<file path="config.mk">
export PLATFORM = sky130hd
export DESIGN_NAME = message_byte_ring_fifo
export DESIGN_NICKNAME = d
export VERILOG_FILES = /design/src/rtl/mbr_pkg.sv /design/src/rtl/message_byte_ring_fifo.sv /design/src/rtl/mbr_ram.sv /design/src/rtl/mbr_adm.sv
export SDC_FILE = /design/constraint.sdc
export NUM_CORES = 1
export LEC_CHECK = 0
export ABC_CLOCK_PERIOD_IN_PS = 7000
export BUFFER_PORTS_ARGS = -buffer_cell sky130_fd_sc_hd__buf_2
export CAP_MARGIN = 20
export CORE_MARGIN = 5
export CORE_UTILIZATION = 45
export DETAILED_ROUTE_END_ITERATION = 12
export PLACE_DENSITY_LB_ADDON = 0.3
export SYNTH_ARGS = -nofsm -noshare
export SYNTH_HDL_FRONTEND = slang
export SYNTH_SLANG_ARGS = --single-unit
</file>
<file path="constraint.sdc">
create_clock -name clk -period 7 [get_ports clk]
set_input_delay 0.35 -clock clk [delete_from_list [all_inputs] [get_ports clk]]
set_output_delay 0.35 -clock clk [all_outputs]
set_load 0.05 [all_outputs]
</file>
<file path="src/rtl/mbr_pkg.sv">
// mbr_pkg: shared constants, types and counter helpers for the message byte ring FIFO.
// Used by mbr_adm and message_byte_ring_fifo. No dependencies.
package mbr_pkg;

	localparam int DEPTH     = 64;
	localparam int AW        = $clog2(DEPTH);
	localparam int CW        = $clog2(2 * DEPTH);
	localparam int CNT_MOD   = 2 * DEPTH;
	localparam int BYTE_W    = 8;
	localparam int LEN_W     = 16;
	localparam int COUNT_W   = 7;
	localparam int DROP_W    = 32;

	localparam logic REQ_PUSH  = 1'b0;
	localparam logic REQ_DRAIN = 1'b1;

	typedef logic [CW-1:0] cnt_t;
	typedef logic [AW-1:0] slot_t;

	typedef struct packed {
		cnt_t wr_cnt;
		cnt_t rd_cnt;
	} ring_ptrs_t;

	typedef struct packed {
		logic              en;
		slot_t             addr;
		logic [BYTE_W-1:0] data;
	} ram_wr_t;

	// bytes between two counters, modulo twice the depth
	function automatic cnt_t cnt_used(input cnt_t e, input cnt_t s);
		logic [CW:0] d;
		d = {1'b0, e} - {1'b0, s};
		if (d[CW]) begin
			d = d + (CW+1)'(CNT_MOD);
		end
		return d[CW-1:0];
	endfunction

	function automatic cnt_t cnt_step(input cnt_t c);
		return (c == CW'(CNT_MOD - 1)) ? '0 : c + 1'b1;
	endfunction

	function automatic slot_t cnt_slot(input cnt_t c);
		cnt_t r;
		r = (c >= CW'(DEPTH)) ? c - CW'(DEPTH) : c;
		return r[AW-1:0];
	endfunction

endpackage

</file>
<file path="src/rtl/message_byte_ring_fifo.sv">
// message_byte_ring_fifo: top level - drain sequencer, output register, ring RAM
// and admission unit. Depends on mbr_pkg, mbr_ram, mbr_adm.
//
//  channel | handshake                 | beat
//  --------+---------------------------+---------------------------------------------
//  in      | in_valid / in_stall       | req_type, data_byte, msg_length, first/last
//  out     | out_valid / out_stall     | out_byte, byte_valid, last_of_drain,
//          |                           | drained_count, dropped_total
//
// A drain of N stored bytes gives N beats from the RAM read port, one per cycle
// while out_stall is low; an empty drain gives one beat. The input stalls while a
// drain is reading and while a result beat is held by out_stall.
// Reset clears counters and control; the RAM needs no clearing.
module message_byte_ring_fifo import mbr_pkg::*; (
	input  logic               clk,
	input  logic               arst_n,
	input  logic               in_valid,
	output logic               in_stall,
	input  logic               req_type,
	input  logic [BYTE_W-1:0]  data_byte,
	input  logic [LEN_W-1:0]   msg_length,
	input  logic               first_of_message,
	input  logic               last_of_message,
	output logic               out_valid,
	input  logic               out_stall,
	output logic [BYTE_W-1:0]  out_byte,
	output logic               byte_valid,
	output logic               last_of_drain,
	output logic [COUNT_W-1:0] drained_count,
	output logic [DROP_W-1:0]  dropped_total
);

	typedef enum logic {ST_IDLE, ST_DRAIN} state_t;

	state_t             state_q;
	cnt_t               rd_ptr_q, remain_q;
	logic               ovalid_q, bvalid_q, last_q;
	logic [COUNT_W-1:0] count_q;
	logic [DROP_W-1:0]  drop_out_q;

	ring_ptrs_t         ptrs;
	ram_wr_t            wr;
	logic [DROP_W-1:0]  dropped;
	logic [BYTE_W-1:0]  rdata;

	logic               adv, acc, push_en, drain_en, re;
	slot_t              raddr;
	cnt_t               used, drain_cnt;

	always_comb begin
		adv       = !ovalid_q || !out_stall;
		in_stall  = (state_q != ST_IDLE) || !adv;
		acc       = in_valid && !in_stall;
		push_en   = acc && (req_type == REQ_PUSH);
		drain_en  = acc && (req_type == REQ_DRAIN);
		used      = cnt_used(ptrs.wr_cnt, ptrs.rd_cnt);
		drain_cnt = (used > CW'(DEPTH)) ? CW'(DEPTH) : used;
		re        = 1'b0;
		raddr     = cnt_slot(rd_ptr_q);
		if (state_q == ST_DRAIN && adv) begin
			re = 1'b1;
		end else if (drain_en && drain_cnt != '0) begin
			re    = 1'b1;
			raddr = cnt_slot(ptrs.rd_cnt);
		end
	end

	mbr_adm u_adm (
		.clk              (clk),
		.arst_n           (arst_n),
		.push_en          (push_en),
		.drain_en         (drain_en),
		.data_byte        (data_byte),
		.msg_length       (msg_length),
		.first_of_message (first_of_message),
		.last_of_message  (last_of_message),
		.ptrs             (ptrs),
		.wr               (wr),
		.dropped          (dropped)
	);

	mbr_ram #(
		.WIDTH (BYTE_W),
		.DEPTH (DEPTH)
	) u_ram (
		.clk   (clk),
		.we    (wr.en),
		.waddr (wr.addr),
		.wdata (wr.data),
		.re    (re),
		.raddr (raddr),
		.rdata (rdata)
	);

	always_ff @(posedge clk or negedge arst_n) begin
		if (!arst_n) begin
			state_q    <= ST_IDLE;
			rd_ptr_q   <= '0;
			remain_q   <= '0;
			ovalid_q   <= 1'b0;
			bvalid_q   <= 1'b0;
			last_q     <= 1'b0;
			count_q    <= '0;
			drop_out_q <= '0;
		end else begin
			case (state_q)
				ST_IDLE: begin
					if (drain_en) begin
						ovalid_q   <= 1'b1;
						count_q    <= COUNT_W'(drain_cnt);
						drop_out_q <= dropped;
						if (drain_cnt == '0) begin
							bvalid_q <= 1'b0;
							last_q   <= 1'b1;
						end else begin
							bvalid_q <= 1'b1;
							last_q   <= (drain_cnt == CW'(1));
							rd_ptr_q <= cnt_step(ptrs.rd_cnt);
							remain_q <= drain_cnt - 1'b1;
							if (drain_cnt != CW'(1)) begin
								state_q <= ST_DRAIN;
							end
						end
					end else if (adv) begin
						ovalid_q <= 1'b0;
					end
				end
				ST_DRAIN: begin
					if (adv) begin
						ovalid_q <= 1'b1;
						bvalid_q <= 1'b1;
						last_q   <= (remain_q == CW'(1));
						rd_ptr_q <= cnt_step(rd_ptr_q);
						remain_q <= remain_q - 1'b1;
						if (remain_q == CW'(1)) begin
							state_q <= ST_IDLE;
						end
					end
				end
				default: begin
					state_q <= ST_IDLE;
				end
			endcase
		end
	end

	assign out_valid     = ovalid_q;
	assign out_byte      = bvalid_q ? rdata : '0;
	assign byte_valid    = bvalid_q;
	assign last_of_drain = last_q;
	assign drained_count = count_q;
	assign dropped_total = drop_out_q;

`ifndef NO_ASSERTIONS
	a_idle_nothing_left: assert property (@(posedge clk) disable iff (!arst_n)
		state_q == ST_IDLE |-> remain_q == '0)
		else $error("bytes left to read while sequencer idle");

	a_occupancy: assert property (@(posedge clk) disable iff (!arst_n)
		cnt_used(ptrs.wr_cnt, ptrs.rd_cnt) <= CW'(DEPTH))
		else $error("ring occupancy beyond depth");

	a_drain_continues: assert property (@(posedge clk) disable iff (!arst_n)
		ovalid_q && bvalid_q && !last_q && !out_stall |=> ovalid_q && bvalid_q)
		else $error("drain stopped before its last beat");

	a_no_accept_in_drain: assert property (@(posedge clk) disable iff (!arst_n)
		state_q == ST_DRAIN |-> !push_en && !drain_en && !wr.en)
		else $error("input taken during drain");
`endif

endmodule

</file>
<file path="src/rtl/mbr_ram.sv">
// mbr_ram: generic simple dual-port RAM, one write and one registered read port.
// No dependencies.
module mbr_ram #(
	parameter int WIDTH = 8,
	parameter int DEPTH = 64
) (
	input  logic                     clk,
	input  logic                     we,
	input  logic [$clog2(DEPTH)-1:0] waddr,
	input  logic [WIDTH-1:0]         wdata,
	input  logic                     re,
	input  logic [$clog2(DEPTH)-1:0] raddr,
	output logic [WIDTH-1:0]         rdata
);

	logic [WIDTH-1:0] mem_q [DEPTH];

	always_ff @(posedge clk) begin
		if (we) begin
			mem_q[waddr] <= wdata;
		end
		if (re) begin
			rdata <= mem_q[raddr];
		end
	end

endmodule

</file>
<file path="src/rtl/mbr_adm.sv">
// mbr_adm: message admission unit - free-space check, pending pointer, commit,
// ring counters and dropped-byte total. Depends on mbr_pkg.
module mbr_adm import mbr_pkg::*; (
	input  logic              clk,
	input  logic              arst_n,
	input  logic              push_en,
	input  logic              drain_en,
	input  logic [BYTE_W-1:0] data_byte,
	input  logic [LEN_W-1:0]  msg_length,
	input  logic              first_of_message,
	input  logic              last_of_message,
	output ring_ptrs_t        ptrs,
	output ram_wr_t           wr,
	output logic [DROP_W-1:0] dropped
);

	cnt_t              wr_cnt_q, rd_cnt_q, pend_q;
	logic              adm_q;
	logic [DROP_W-1:0] dropped_q;

	logic              fits;
	cnt_t              pend_eff, pend_new;
	logic              adm_eff;
	logic              store;
	logic [LEN_W:0]    need;

	always_comb begin
		need     = {1'b0, msg_length} + (LEN_W+1)'(cnt_used(wr_cnt_q, rd_cnt_q));
		fits     = need <= (LEN_W+1)'(DEPTH);
		pend_eff = first_of_message ? wr_cnt_q : pend_q;
		adm_eff  = first_of_message ? fits : adm_q;
		store    = adm_eff && (cnt_used(pend_eff, rd_cnt_q) < CW'(DEPTH));
		pend_new = store ? cnt_step(pend_eff) : pend_eff;
		wr.en    = push_en && store;
		wr.addr  = cnt_slot(pend_eff);
		wr.data  = data_byte;
	end

	always_ff @(posedge clk or negedge arst_n) begin
		if (!arst_n) begin
			wr_cnt_q  <= '0;
			rd_cnt_q  <= '0;
			pend_q    <= '0;
			adm_q     <= 1'b0;
			dropped_q <= '0;
		end else begin
			if (push_en) begin
				pend_q <= pend_new;
				if (first_of_message && !fits) begin
					dropped_q <= dropped_q + DROP_W'(msg_length);
				end
				if (adm_eff && last_of_message) begin
					wr_cnt_q <= pend_new;
					adm_q    <= 1'b0;
				end else begin
					adm_q <= adm_eff;
				end
			end
			if (drain_en) begin
				rd_cnt_q <= wr_cnt_q;
			end
		end
	end

	assign ptrs.wr_cnt = wr_cnt_q;
	assign ptrs.rd_cnt = rd_cnt_q;
	assign dropped     = dropped_q;

endmodule

</file>
=== Word-level counts from Yosys, hierarchy flattened ===
Memory sizes are Yosys's and may differ from the RTL's. A register that Yosys moved wholly into a read port is not among the register bits.
Index checks and enable logic that the tools add are counted.

* Bits in registers: 111
* Bits in writable memories: 512
* Input port bits: 31
* Word-level logic and storage cells: 115
* Memories kept: 1

* Add/subtract/negate cells: 14
* Magnitude comparators: 6
* Equal/unequal tests: 10
* Multiplexer cells: 45
* Bitwise gates (word level): 2
* Reduce and logical (&&, ||, !) cells: 24

{| class="wikitable"
|+ Memories
! memory !! depth !! bits a word !! rd ports !! clocked after memory_dff !! wr ports !! line !! source
|-
| u_ram.mem_q || 64 || 8 || 1 || 1 || 1 || mbr_ram.sv:16 || <nowiki>logic [WIDTH-1:0] mem_q [DEPTH];</nowiki>
|}

{| class="wikitable"
|+ Operator list
! operator !! number
|-
| two-way mux 7 bit || 14
|-
| adder 7 x 1 -> 7 bit (second input constant) || 5
|-
| adder 32 x 16 -> 32 bit || 1
|-
| two-way mux 6 bit || 5
|-
| case mux 7 bit (2 select lines) || 2
|-
| equality test 7 bit (second input constant) || 3
|-
| >= comparator 7 bit (second input constant) || 3
|-
| two-way mux 1 bit || 19
|-
| subtractor 6 x 1 -> 6 bit (second input constant) || 3
|-
| adder 16 x 7 -> 17 bit || 1
|-
| less-or-equal comparator 17 x 7 -> 1 bit (second input constant) || 1
|-
| subtractor 7 x 7 -> 8 bit || 2
|-
| equality test 7 x 1 -> 1 bit (second input constant) || 2
|-
| subtractor 7 x 1 -> 7 bit (second input constant) || 2
|-
| AND reduction 2 bit || 5
|-
| logical AND 1 bit || 9
|-
| two-way mux 8 bit || 1
|-
| case mux 1 bit (2 select lines) || 4
|-
| > comparator 7 bit (second input constant) || 1
|-
| logical NOT 7 bit || 1
|-
| less-than comparator 7 bit (second input constant) || 1
|-
| inequality test 7 x 1 -> 1 bit (second input constant) || 1
|-
| nonzero test 7 bit || 1
|-
| logical NOT 1 bit || 5
|-
| other kinds (6) || 9
|}

=== Logic depth before layout (Yosys ltp) ===
Gate-level depths: netlist of run 1.

* Depth in word-level cells: 10
* Mapped depth: 22
* Depth with buffers taken out: 20

=== By module ===
A second synthesis of run 1 with hierarchy kept.

* Cell total of the unflattened synthesis: 1791
* Area total of the unflattened synthesis: 27727.8 sq um

{| class="wikitable"
|+ Modules (own cells, without submodules)
! module !! instances !! cells each !! area each (sq um) !! seq. area each (sq um)
|-
| mbr_ram || 1 || 940 || 20246.9 || 15615.0
|-
| mbr_adm || 1 || 448 || 4100.2 || 1351.3
|-
| message_byte_ring_fifo || 1 || 403 || 3380.7 || 1426.4
|}

=== Least setup slack after synthesis of run 1 ===
OpenSTA, ideal clock, no wires.

* Path type: reg2reg
* Start: register u_adm.rd_cnt_q[0]
* End: memory u_ram.mem_q[15][0] (enable)
* Setup time: 0.395 ns
* Arrival time: 4.884 ns
* Setup slack: 1.722 ns
* Stages on the path, launching flop included: 20
* Clock period less this slack: 5.278 ns
* Cell sequence: dfrtp_1 ha_1 inv_1 fa_1 a211oi_2 nor4b_1 a211oi_1 and2_1 clkbuf_1 clkinv_1 ha_1 or4_1 nor3b_1 o2111ai_1 o21ai_0 o211ai_1 o21ai_1 nand2_1 buf_2 nor4_1

* Cells in the longest elaborated chain, start to end: 10
* Elaborated cells between the ends (all ways): 14
* Those cells by class: add/sub: 5; order compare: 2; mux: 5; reduce/logical: 2

{| class="wikitable"
|+ Ends and longest elaborated chain
! element !! line !! source
|-
| from (decl) || mbr_adm.sv:17 || <nowiki>cnt_t wr_cnt_q, rd_cnt_q, pend_q;</nowiki>
|-
| from (signal assigned) || mbr_adm.sv:60 || <nowiki>rd_cnt_q <= wr_cnt_q;</nowiki>
|-
| subtractor 7 x 7 -> 8 bit || mbr_pkg.sv:34 || <nowiki>d = {1'b0, e} - {1'b0, s};</nowiki>
|-
| adder 7 x 1 -> 7 bit || mbr_pkg.sv:36 || <nowiki>d = d + (CW+1)'(CNT_MOD);</nowiki>
|-
| two-way mux 7 bit || mbr_pkg.sv:35 || <nowiki>if (d[CW]) begin</nowiki>
|-
| adder 16 x 7 -> 17 bit || mbr_adm.sv:28 || <nowiki>need = {1'b0, msg_length} + (LEN_W+1)'(cnt_used(wr_cnt_q, rd_cnt_q));</nowiki>
|-
| less-or-equal comparator 17 x 7 -> 1 bit || mbr_adm.sv:29 || <nowiki>fits = need <= (LEN_W+1)'(DEPTH);</nowiki>
|-
| two-way mux 1 bit || mbr_adm.sv:31 || <nowiki>adm_eff = first_of_message ? fits : adm_q;</nowiki>
|-
| logical AND 1 bit * || mbr_adm.sv:32 || <nowiki>store = adm_eff && (cnt_used(pend_eff, rd_cnt_q) < CW'(DEPTH));</nowiki>
|-
| logical AND 1 bit * || mbr_adm.sv:34 || <nowiki>wr.en = push_en && store;</nowiki>
|-
| two-way mux 1 bit * || mbr_ram.sv:19 || <nowiki>if (we) begin</nowiki>
|-
| two-way mux 1 bit (implied by the code) * || mbr_ram.sv:20 || <nowiki>mem_q[waddr] <= wdata;</nowiki>
|-
| to (decl) || mbr_ram.sv:16 ||
|}

Every way passes the cells marked *; elsewhere a longest branch is shown, timed or not.

=== Worst setup path in the final report of run 1 ===
* Start: register u_adm.rd_cnt_q[0]
* End: memory u_ram.mem_q[12][7] (enable)

The elaborated chain is that of the path after synthesis.

==> results of run 1 <==
==> area by class of cell <==
class | count | area, sq um | share of cell area, %
Timing Repair Buffer | 119 | 806 | 2.59
Multi-Input combinational cell | 1308 | 8720 | 28.0
Inverter | 43 | 161 | 0.519
Tap cell | 790 | 988 | 3.18
Clock inverter | 30 | 229 | 0.736
Antenna cell | 1 | 2.50 | 0.00804
Clock buffer | 87 | 1820 | 5.86
Sequential cell | 631 | 18400 | 59.1
==> power by group through the flow <==
stage	Combinational (mW)	Clock (mW)	Sequential (mW)
after global routing	4.52	3.55	4.50
final	4.20	3.34	4.48
after floorplan	2.73	0	4.71
after global placement	4.09	0	4.54
after CTS	4.18	3.40	4.47
after detailed placement	4.15	0	4.55
==> routing by layer <==
layer	GRT usage, %	vias up	wire length [um]	share of wire, %
met4	5.78	2	1870	2.6
met1	28.7	9035	29900	42
met2	34.4	744	34500	48
met5	0	-	20	0.028
li1	-	8387	-	-
met3	4.25	119	5370	7.5
==> stage by stage <==
step / power, mW / cells
finish: 12.0 / 3009
global route: 12.6 / 3008
CTS: 12.1 / 3006
detailed placement: 8.70 / 2888
global placement: 8.63 / 2887
floorplan: 7.45 / 2128
==> registers in the layout, indices dropped and copies added, names as in the netlist <==
signal	cells
u_ram.rdata	8
u_ram.mem_q	512
out_valid	1
u_adm.rd_cnt_q	7
rd_ptr_q	7
remain_q	7
u_adm.wr_cnt_q	7
state_q	1
u_adm.dropped	32
byte_valid	1
dropped_total	32
u_adm.adm_q	1
last_of_drain	1
drained_count	7
u_adm.pend_q	7
==> synthesized netlist by cell type (10+ instances only) <==
library cell / instances
nor4_1: 75
buf_2: 26
nor2_1: 103
o21a_1: 10
xor2_1: 17
a211oi_1: 260
nand4_1: 18
nand3_1: 31
mux2i_1: 14
nor3_1: 23
nand2_1: 152
and3_1: 266
dfrtp_1: 111
mux2_2: 23
xnor2_1: 29
inv_1: 39
ha_1: 43
a22oi_1: 33
o21ai_0: 49
and2_1: 11
clkbuf_1: 110
a21oi_1: 24
edfxtp_1: 520
==> worst register-to-register path, stage by stage, from the launching register on <==
cell and delay (ns):
dfrtp_1 0.46, ha_1 0.21, inv_1 0.05, fa_1 0.41, a211oi_2 0.29, nor4b_1 0.09
a211oi_1 0.30, and2_1 0.32, clkinv_1 0.29, ha_1 0.31, or4_1 0.43, nor3b_1 0.24
o2111ai_1 0.13, o21ai_0 0.13, o211ai_1 0.15, o21a_1 0.25, nor2_1 0.11, buf_4 0.19
nand4_1 0.85, nor2_1 0.90
==> worst paths after layout <==
path | start | end | slack [ns] | cells after the start
hold reg to reg | dropped_total[0] | dropped_total[0] | 0.47 | 2
setup reg to reg | u_adm.rd_cnt_q[0] | u_ram.mem_q[12][7] | 0.52 | 19
hold / removal | out_stall | out_valid | 0.1 | 3
max in group asynchronous | arst_n | u_adm.pend_q[5] | 5.80 | 4
setup / recovery | u_adm.rd_cnt_q[0] | u_ram.mem_q[12][7] | 0.52 | 19
min in group asynchronous | arst_n | dropped_total[25] | 0.23 | 2
==> what timing repair did <==
item,4_1_cts,5_1_grt
endpoints found under the hold margin,32,0
hold buffers,1,0
setup endpoints to repair,0,24
gates resized for setup,0,1
==> cell families after synthesis <==
group / Yosys count / share of synthesized area (%)
buffers and inverters: 189 / 2.79
xor gates and xnor gates: 47 / 1.51
and+or+nand+nor: 716 / 13.7
DFF: 631 / 66.1
adders and majority gates: 46 / 2.15
muxes: 41 / 1.70
AOI/OAI and AO/OA: 458 / 12.1
==> impl_metrics.ini, run 1 <==
[run_status]
status = finished clean

[power]
power-per-cell-area_mw_per_mm2 = 386
pwr-share-clk_pct = 27.8
seq_power_share_pct = 37.2
p_sw_share_pct = 36.9
comb_power_share_pct = 35.0
peakVddDrop_uv = 287
p_sw_mw = 4.44
cellLeakagePower_nw = 11.5
p_int_mw = 7.58

[timing]
min_period_ns = 6.48
layout_setup_ws_ns = 0.519
setup_viol = 0
rsz0062_at_grt = true
drv_slew = 0
finalCritPeriodShare_pct = 92.6
skew_ns = 0.0263
finalHoldViolations = 0
slew_headroom_pct = 24.1
tightestPinTransition_ns = 1.13
setup-tns-final_ns = 0
timing.hold.ws_ns = 0.0994
clock.fmax_ghz = 0.154

[routing]
drt_iter0_markers = 1800
ant_nets = 0
drcViolationCount = 0
avgRoutedWirePerCell_um = 23.8
route.vias.total = 18287
routed_wl_um = 71600
first_pass_iters = 5
viasPerCell = 6.08

[clock_network]
cts_max_level = 3
cts_setup_buffers = 0
cts_max_path_buffers = 3
cts_tree = yes
clk_latency_ns = 0.60
cts_made_buffers = 68
clk_pin_slew_ns = 0.06
root_buffer = clkbuf_16
cts.sinks = 631

[setup_path]
critPathLaunchType = register
critPathRequiredTime_ns = 7.23
path_class = register to register
crit_path_end_kind = register
crit_chain = ha_1, inv_1, fa_1, a211oi_2, nor4b_1, a211oi_1, and2_1, clkinv_1, ha_1, or4_1, nor3b_1, o2111ai_1, o21ai_0, o211ai_1, o21a_1, nor2_1, buf_4, nand4_1, nor2_1
critPathMaxFanout = 13
crit_slowest_cell = nor2_1
path_delay_family = simple AND/OR/NAND/NOR gates
slowest_delay_ns = 0.90
cp.arrival_ns = 6.71
path_buf_inv = 3

[synth]
yosysTopAreaCell = edfxtp_1
ys_ff_latch = 631
yosysSeqAreaShare_pct = 66.1
synth_area_sq_mm = 0.0278
synth_area_leaders = edfxtp_1 56%, dfrtp_1 10%, a211oi_1 7.0%, and3_1 6.0%, nand2_1 2.1%
synth_top_area_share_pct = 56.1
ys_warn_count = 0
synth_edf_count = 520
synth_area_per_cell_sq_um = 13.1
ys.flop_type = edfxtp_1
synth_cells = 2128
syn_nets = 2205
synthDistinctLibCells = 81
async_reset_ff_share_pct = 17.6

[cells_and_area]
drive_above_1_share_pct = 11.5
stdcell_area_sq_mm = 0.0311
fin_nets = 2248
fin_util_pct = 50.6
final_common_cell = edfxtp_1
layout_common_cells = 520 x edfxtp_1, 266 x and3_1, 260 x a211oi_1
n_fill_cell = 5143
syn_to_final_growth_pct = 11.9

[global_route]
grt_pass1_vias = 18010
grt.total_usage_pct = 20.9
antenna_found_initial = 2
grt_pass1_wl_um = 109000
grt_overflow = 0
grt_start_max_net_pins = 257

[floorplan]
start_util_pct = 45.3
ios = 82
die_w_um = 259
die_area_sq_mm = 0.0669
rows = 91
die_y_um = 259
core_sq_mm = 0.0615

[placement]
portBuffers = 81
placed_cell_area_sq_mm = 0.0290
place_hpwl_um = 43600
gp_congestion = 0.862
dp_worst_setup_slack_ns = 0.568

[hold_path]
worstHoldPathType = primary input to register

[job]
cap_violations = 0
Power figures use the tool's default switching activity.
==> run 2: changes to the inputs <==
--- a/config.mk
+++ b/config.mk
@@ -5,13 +5,14 @@
 export SDC_FILE = /design/constraint.sdc
 export NUM_CORES = 1
 export LEC_CHECK = 0
-export ABC_CLOCK_PERIOD_IN_PS = 7000
+export ABC_CLOCK_PERIOD_IN_PS = 5300
 export BUFFER_PORTS_ARGS = -buffer_cell sky130_fd_sc_hd__buf_2
 export CAP_MARGIN = 20
 export CORE_MARGIN = 5
-export CORE_UTILIZATION = 45
+export CORE_UTILIZATION = 50
 export DETAILED_ROUTE_END_ITERATION = 12
 export PLACE_DENSITY_LB_ADDON = 0.3
+export SETUP_SLACK_MARGIN = 0.05
 export SYNTH_ARGS = -nofsm -noshare
 export SYNTH_HDL_FRONTEND = slang
 export SYNTH_SLANG_ARGS = --single-unit
==> constraint.sdc (replaced) <==
create_clock -name clk -period 5.3 [get_ports clk]
set_input_delay 0.265 -clock clk [delete_from_list [all_inputs] [get_ports clk]]
set_output_delay 0.265 -clock clk [all_outputs]
set_load 0.05 [all_outputs]
==> impl_metrics.ini, run 2 (synthesis gave the netlist of run 1 again) <==
[routing]
routed_wl_um = 74000
ant_nets = 0
drt_iter0_markers = 2237
drcViolationCount = 0
route.vias.total = 18992
first_pass_iters = 5
viasPerCell = 6.22
avgRoutedWirePerCell_um = 24.2

[floorplan]
start_util_pct = 50.5
die_w_um = 246
rows = 86
core_sq_mm = 0.0551
die_y_um = 246
ios = 82
die_area_sq_mm = 0.0605

[timing]
finalCritPeriodShare_pct = 94.9
drv_slew = 0
slew_headroom_pct = 23.6
clock.fmax_ghz = 0.199
tightestPinTransition_ns = 1.14
finalHoldViolations = 0
rsz0062_at_grt = true
min_period_ns = 5.03
setup_viol = 0
skew_ns = 0.0250

[clock_network]
clk_pin_slew_ns = 0.06
cts_max_path_buffers = 3
cts_max_level = 3
cts_made_buffers = 68
cts_tree = yes
root_buffer = clkbuf_16
clk_latency_ns = 0.61
cts.sinks = 631

[setup_path]
cp.arrival_ns = 5.35
crit_path_end_kind = register
critPathMaxFanout = 113
critPathLaunchType = register
critPathRequiredTime_ns = 5.62
path_class = register to register

[cells_and_area]
regMostFlops = u_ram.mem_q
layout_common_cells = 520 x edfxtp_1, 266 x and3_1, 255 x a211oi_1
antenna-diode-count = 0
fin_util_pct = 58.8
fin_cells = 3054
syn_to_final_growth_pct = 16.3
final_common_cell = edfxtp_1
largest_register_ffs = 512
stdcell_area_sq_mm = 0.0324
n_fill_cell = 4323
drive_above_1_share_pct = 17.4
fin_nets = 2331

[run_status]
status = finished clean

[global_route]
grt_start_max_net_pins = 115
grt_pass1_vias = 18732
grt_overflow = 0
grt_pass1_wl_um = 113000
antenna_found_initial = 2
grt.total_usage_pct = 24.1

[placement]
place_hpwl_um = 45300
portBuffers = 81
gp_congestion = 0.896
placed_cell_area_sq_mm = 0.0297
place_inst = 2926

[power]
p_int_mw = 10.8
power_mw = 16.9
pwr-share-clk_pct = 29.0
cellLeakagePower_nw = 12.1
comb_power_share_pct = 36.0
p_sw_mw = 6.07
seq_power_share_pct = 35.0
p_sw_share_pct = 36.0
peakVddDrop_uv = 324
power-per-cell-area_mw_per_mm2 = 521

[hold_path]
worstHoldPathType = primary input to register

[job]
cap_violations = 0
## run 2: critical path, cell delays in order, from the launching register on
cell and delay, ns:
dfrtp_1 0.39, inv_1 0.07, ha_1 0.16, inv_1 0.06
fa_1 0.41, a211oi_2 0.28, buf_4 0.15, o21bai_1 0.07
a211o_1 0.30, and2_1 0.19, buf_4 0.16, nand2_1 0.13
ha_1 0.31, nand3_1 0.10, nor3_1 0.19, a22oi_2 0.10
buf_12 0.17, buf_12 0.21, and3_1 0.26, a211oi_1 0.42
nor4_2 0.12, buf_4 0.16, a22oi_1 0.13, nand4_1 0.13
## run 2: area by class of cell
class	instances	area, sq um	share of cell area [%]
Sequential cell	631	18400	56.8
Multi-Input combinational cell	1308	9000	27.8
Clock buffer	83	1820	5.62
Timing Repair Buffer	202	1590	4.90
Tap cell	748	936	2.89
Clock inverter	39	478	1.48
Inverter	43	161	0.499
## run 2: metrics by stage
| stage | TNS [ns] | hold slack, ns | worst slack (ns) |
|---|---|---|---|
| detailed placement | 0 | 0.315 | 0.0925 |
| finish | 0 | 0.0696 | 0.272 |
| global route | -0.0545 | 0.0676 | -0.00608 |
| global placement | 0 | 0.308 | 0.264 |
| floorplan | 0 | -0.0306 | 0.0216 |
| CTS | 0 | 0.0422 | 0.0668 |
## run 2: final timing paths
| kind | startpoint | endpoint | slack, ns | depth (start not counted) |
|---|---|---|---|---|
| max in group asynchronous | arst_n | dropped_total[12] | 3.80 | 3 |
| min in group asynchronous | arst_n | u_adm.dropped[22] | 0.21 | 2 |
| min reg2reg | dropped_total[18] | dropped_total[18] | 0.47 | 2 |
| max reg2reg | u_adm.wr_cnt_q[0] | u_ram.rdata[0] | 0.27 | 23 |
| max | u_adm.wr_cnt_q[0] | u_ram.rdata[0] | 0.27 | 23 |
| min | msg_length[0] | u_adm.dropped[0] | 0.07 | 3 |
## run 2: metal layers
metal  track usage, %  up-vias  share of wire (%)
met5                0        -              0.019
met4             8.40        4                3.2
met1             34.3     9393                 42
met2             38.0      879                 47
met3             4.08      158                7.8
li1                 -     8558                  -
## run 2: what timing repair did
action,in CTS,in global routing
pin swaps,0,5
hold buffers,2,0
hold endpoints to repair,47,0
resized for setup,1,89
endpoints found under the setup margin,1,525
buffers inserted,0,4
## run 2: power groups by stage
stage / Combinational, mW / Sequential [mW] / Clock, mW
after floorplan: 3.61 / 6.23 / 0
after global placement: 5.77 / 5.98 / 0
after detailed placement: 5.87 / 5.99 / 0
after CTS: 5.91 / 5.90 / 4.96
after global routing: 6.49 / 5.94 / 5.18
final: 6.06 / 5.90 / 4.90
==> run 3: changes to the inputs <==
--- a/config.mk
+++ b/config.mk
@@ -9,7 +9,7 @@
 export BUFFER_PORTS_ARGS = -buffer_cell sky130_fd_sc_hd__buf_2
 export CAP_MARGIN = 20
 export CORE_MARGIN = 5
-export CORE_UTILIZATION = 50
+export CORE_UTILIZATION = 56
 export DETAILED_ROUTE_END_ITERATION = 12
 export PLACE_DENSITY_LB_ADDON = 0.3
 export SETUP_SLACK_MARGIN = 0.05
==> impl_metrics.ini, run 3 (synthesis gave the netlist of run 1 again) <==
[run_status]
status = finished clean

[clock_network]
cts.sinks = 631
cts_max_level = 2
clk_pin_slew_ns = 0.06
clk_latency_ns = 0.63
cts_tree = yes
cts_made_buffers = 60
root_buffer = clkbuf_16
cts_max_path_buffers = 3

[power]
peakVddDrop_uv = 394
power_mw = 16.0
cellLeakagePower_nw = 12.1
p_int_mw = 10.2
comb_power_share_pct = 36.5
p_sw_mw = 5.81
power-per-cell-area_mw_per_mm2 = 504
seq_power_share_pct = 37.0
p_sw_share_pct = 36.4
pwr-share-clk_pct = 26.5

[timing]
clock.fmax_ghz = 0.201
min_period_ns = 4.97
skew_ns = 0.0170
drv_slew = 0
rsz0062_at_grt = false
timing.hold.ws_ns = 0.0557
setup_viol = 0
tightestPinTransition_ns = 1.09
finalCritPeriodShare_pct = 93.9
finalHoldViolations = 0
slew_headroom_pct = 27.4
setup-tns-final_ns = 0

[routing]
avgRoutedWirePerCell_um = 23.9
route.vias.total = 19158
drt_iter0_markers = 2006
first_pass_iters = 7
routed_wl_um = 71200
viasPerCell = 6.43
ant_nets = 0
drcViolationCount = 0

[global_route]
antenna_found_initial = 5
grt_pass1_vias = 18808
grt_pass1_wl_um = 109000
grt_overflow = 0
grt.total_usage_pct = 26.0
grt_start_max_net_pins = 113

[cells_and_area]
fin_cells = 2981
regMostFlops = u_ram.mem_q
n_fill_cell = 3581
fin_nets = 2345
syn_to_final_growth_pct = 14.0
final_common_cell = edfxtp_1
largest_register_ffs = 512
fin_util_pct = 64.7
drive_above_1_share_pct = 15.9
layout_common_cells = 520 x edfxtp_1, 266 x and3_1, 260 x a211oi_1

[setup_path]
crit_path_end_kind = register
crit_slowest_cell = nor4_1
timing.rr.start = u_adm.wr_cnt_q[0]
critPathLaunchType = register
critPathMaxFanout = 15
path_buf_inv = 4
critPathRequiredTime_ns = 5.78
slowest_delay_ns = 0.67
crit_chain = inv_1, ha_1, inv_1, fa_1, a211oi_2, nor4b_1, a211oi_1, and2_4, nand2_1, ha_1, a31oi_4, mux2i_4, buf_4, buf_4, a211oi_1, nor4_1, a22oi_1, nand4_1
critPathLaunch = u_adm.wr_cnt_q[0]
cp.arrival_ns = 5.45
path_class = register to register
path_delay_family = simple AND/OR/NAND/NOR gates

[placement]
gp_congestion = 0.862
place_hpwl_um = 43700
portBuffers = 81
place_inst = 2863

[floorplan]
rows = 81
die_w_um = 233
die_area_sq_mm = 0.0542
core_sq_mm = 0.0491
ios = 82
die_y_um = 233
start_util_pct = 56.7

[job]
cap_violations = 0

[hold_path]
hold_start = last_of_message
worstHoldPathType = primary input to register
-- run 3: what timing repair did --
item                                   4_1_cts  5_1_grt
pin swaps                                    0        7
endpoints found under the hold margin       50        0
setup endpoints to repair                   10      533
hold buffers                                 2        0
buffers inserted                             0        4
resized for setup                            2       16
-- run 3: path summary, 6_finish.rpt --
path	slack (ns)	depth (start not counted)	to
worst max-delay path	0.33	18	u_ram.rdata[7]
worst min-delay path	0.06	3	u_adm.adm_q
worst max register to register	0.33	18	u_ram.rdata[7]
worst min register to register	0.47	2	dropped_total[23]
max in group asynchronous	3.86	3	u_adm.rd_cnt_q[3]
min in group asynchronous	0.21	2	dropped_total[21]
-- run 3: power groups by stage --
| stage | sequential, mW | combinational, mW | clock [mW] |
|---|---|---|---|
| 6_report | 5.91 | 5.83 | 4.24 |
| 5_1_grt | 5.94 | 6.26 | 4.49 |
| 4_1_cts | 5.91 | 5.72 | 4.28 |
| 3_5_place_dp | 6.00 | 5.68 | 0 |
| 3_3_place_gp | 5.99 | 5.54 | 0 |
| 2_1_floorplan | 6.23 | 3.61 | 0 |
-- run 3: cell type report --
cell class	count	area (sq um)	share of cell area [%]
diodes	2	5.00	0.0158
clock buffers	73	1590	5.02
clock inverters	36	345	1.09
inverters	43	165	0.521
multi-input cells	1308	8760	27.6
flip-flops and latches	631	18400	58.0
well taps	664	831	2.62
repair buffers	224	1640	5.15
-- run 3: per-stage QoR --
step / area [sq um] / setup WS [ns]
after floorplan: 27800 / 0.0216
after global placement: 29700 / 0.0559
after detailed placement: 29700 / -0.101
after CTS: 31600 / 0.105
after global routing: 31700 / 0.0472
final: 31700 / 0.325
-- run 3: tightest hold or removal path: stages --
cell	delay, ns
buf_2	0.09
o21ai_0	0.07
a32o_1	0.20
-- run 3: per-layer routing --
| layer | part of all wire [%] | GRT usage [%] | up-vias |
|---|---|---|---|
| li1 | - | - | 8580 |
| met2 | 48 | 42.3 | 869 |
| met3 | 8.3 | 4.64 | 155 |
| met5 | 0.065 | 0 | - |
| met4 | 3.8 | 10.2 | 6 |
| met1 | 40 | 35.2 | 9548 |
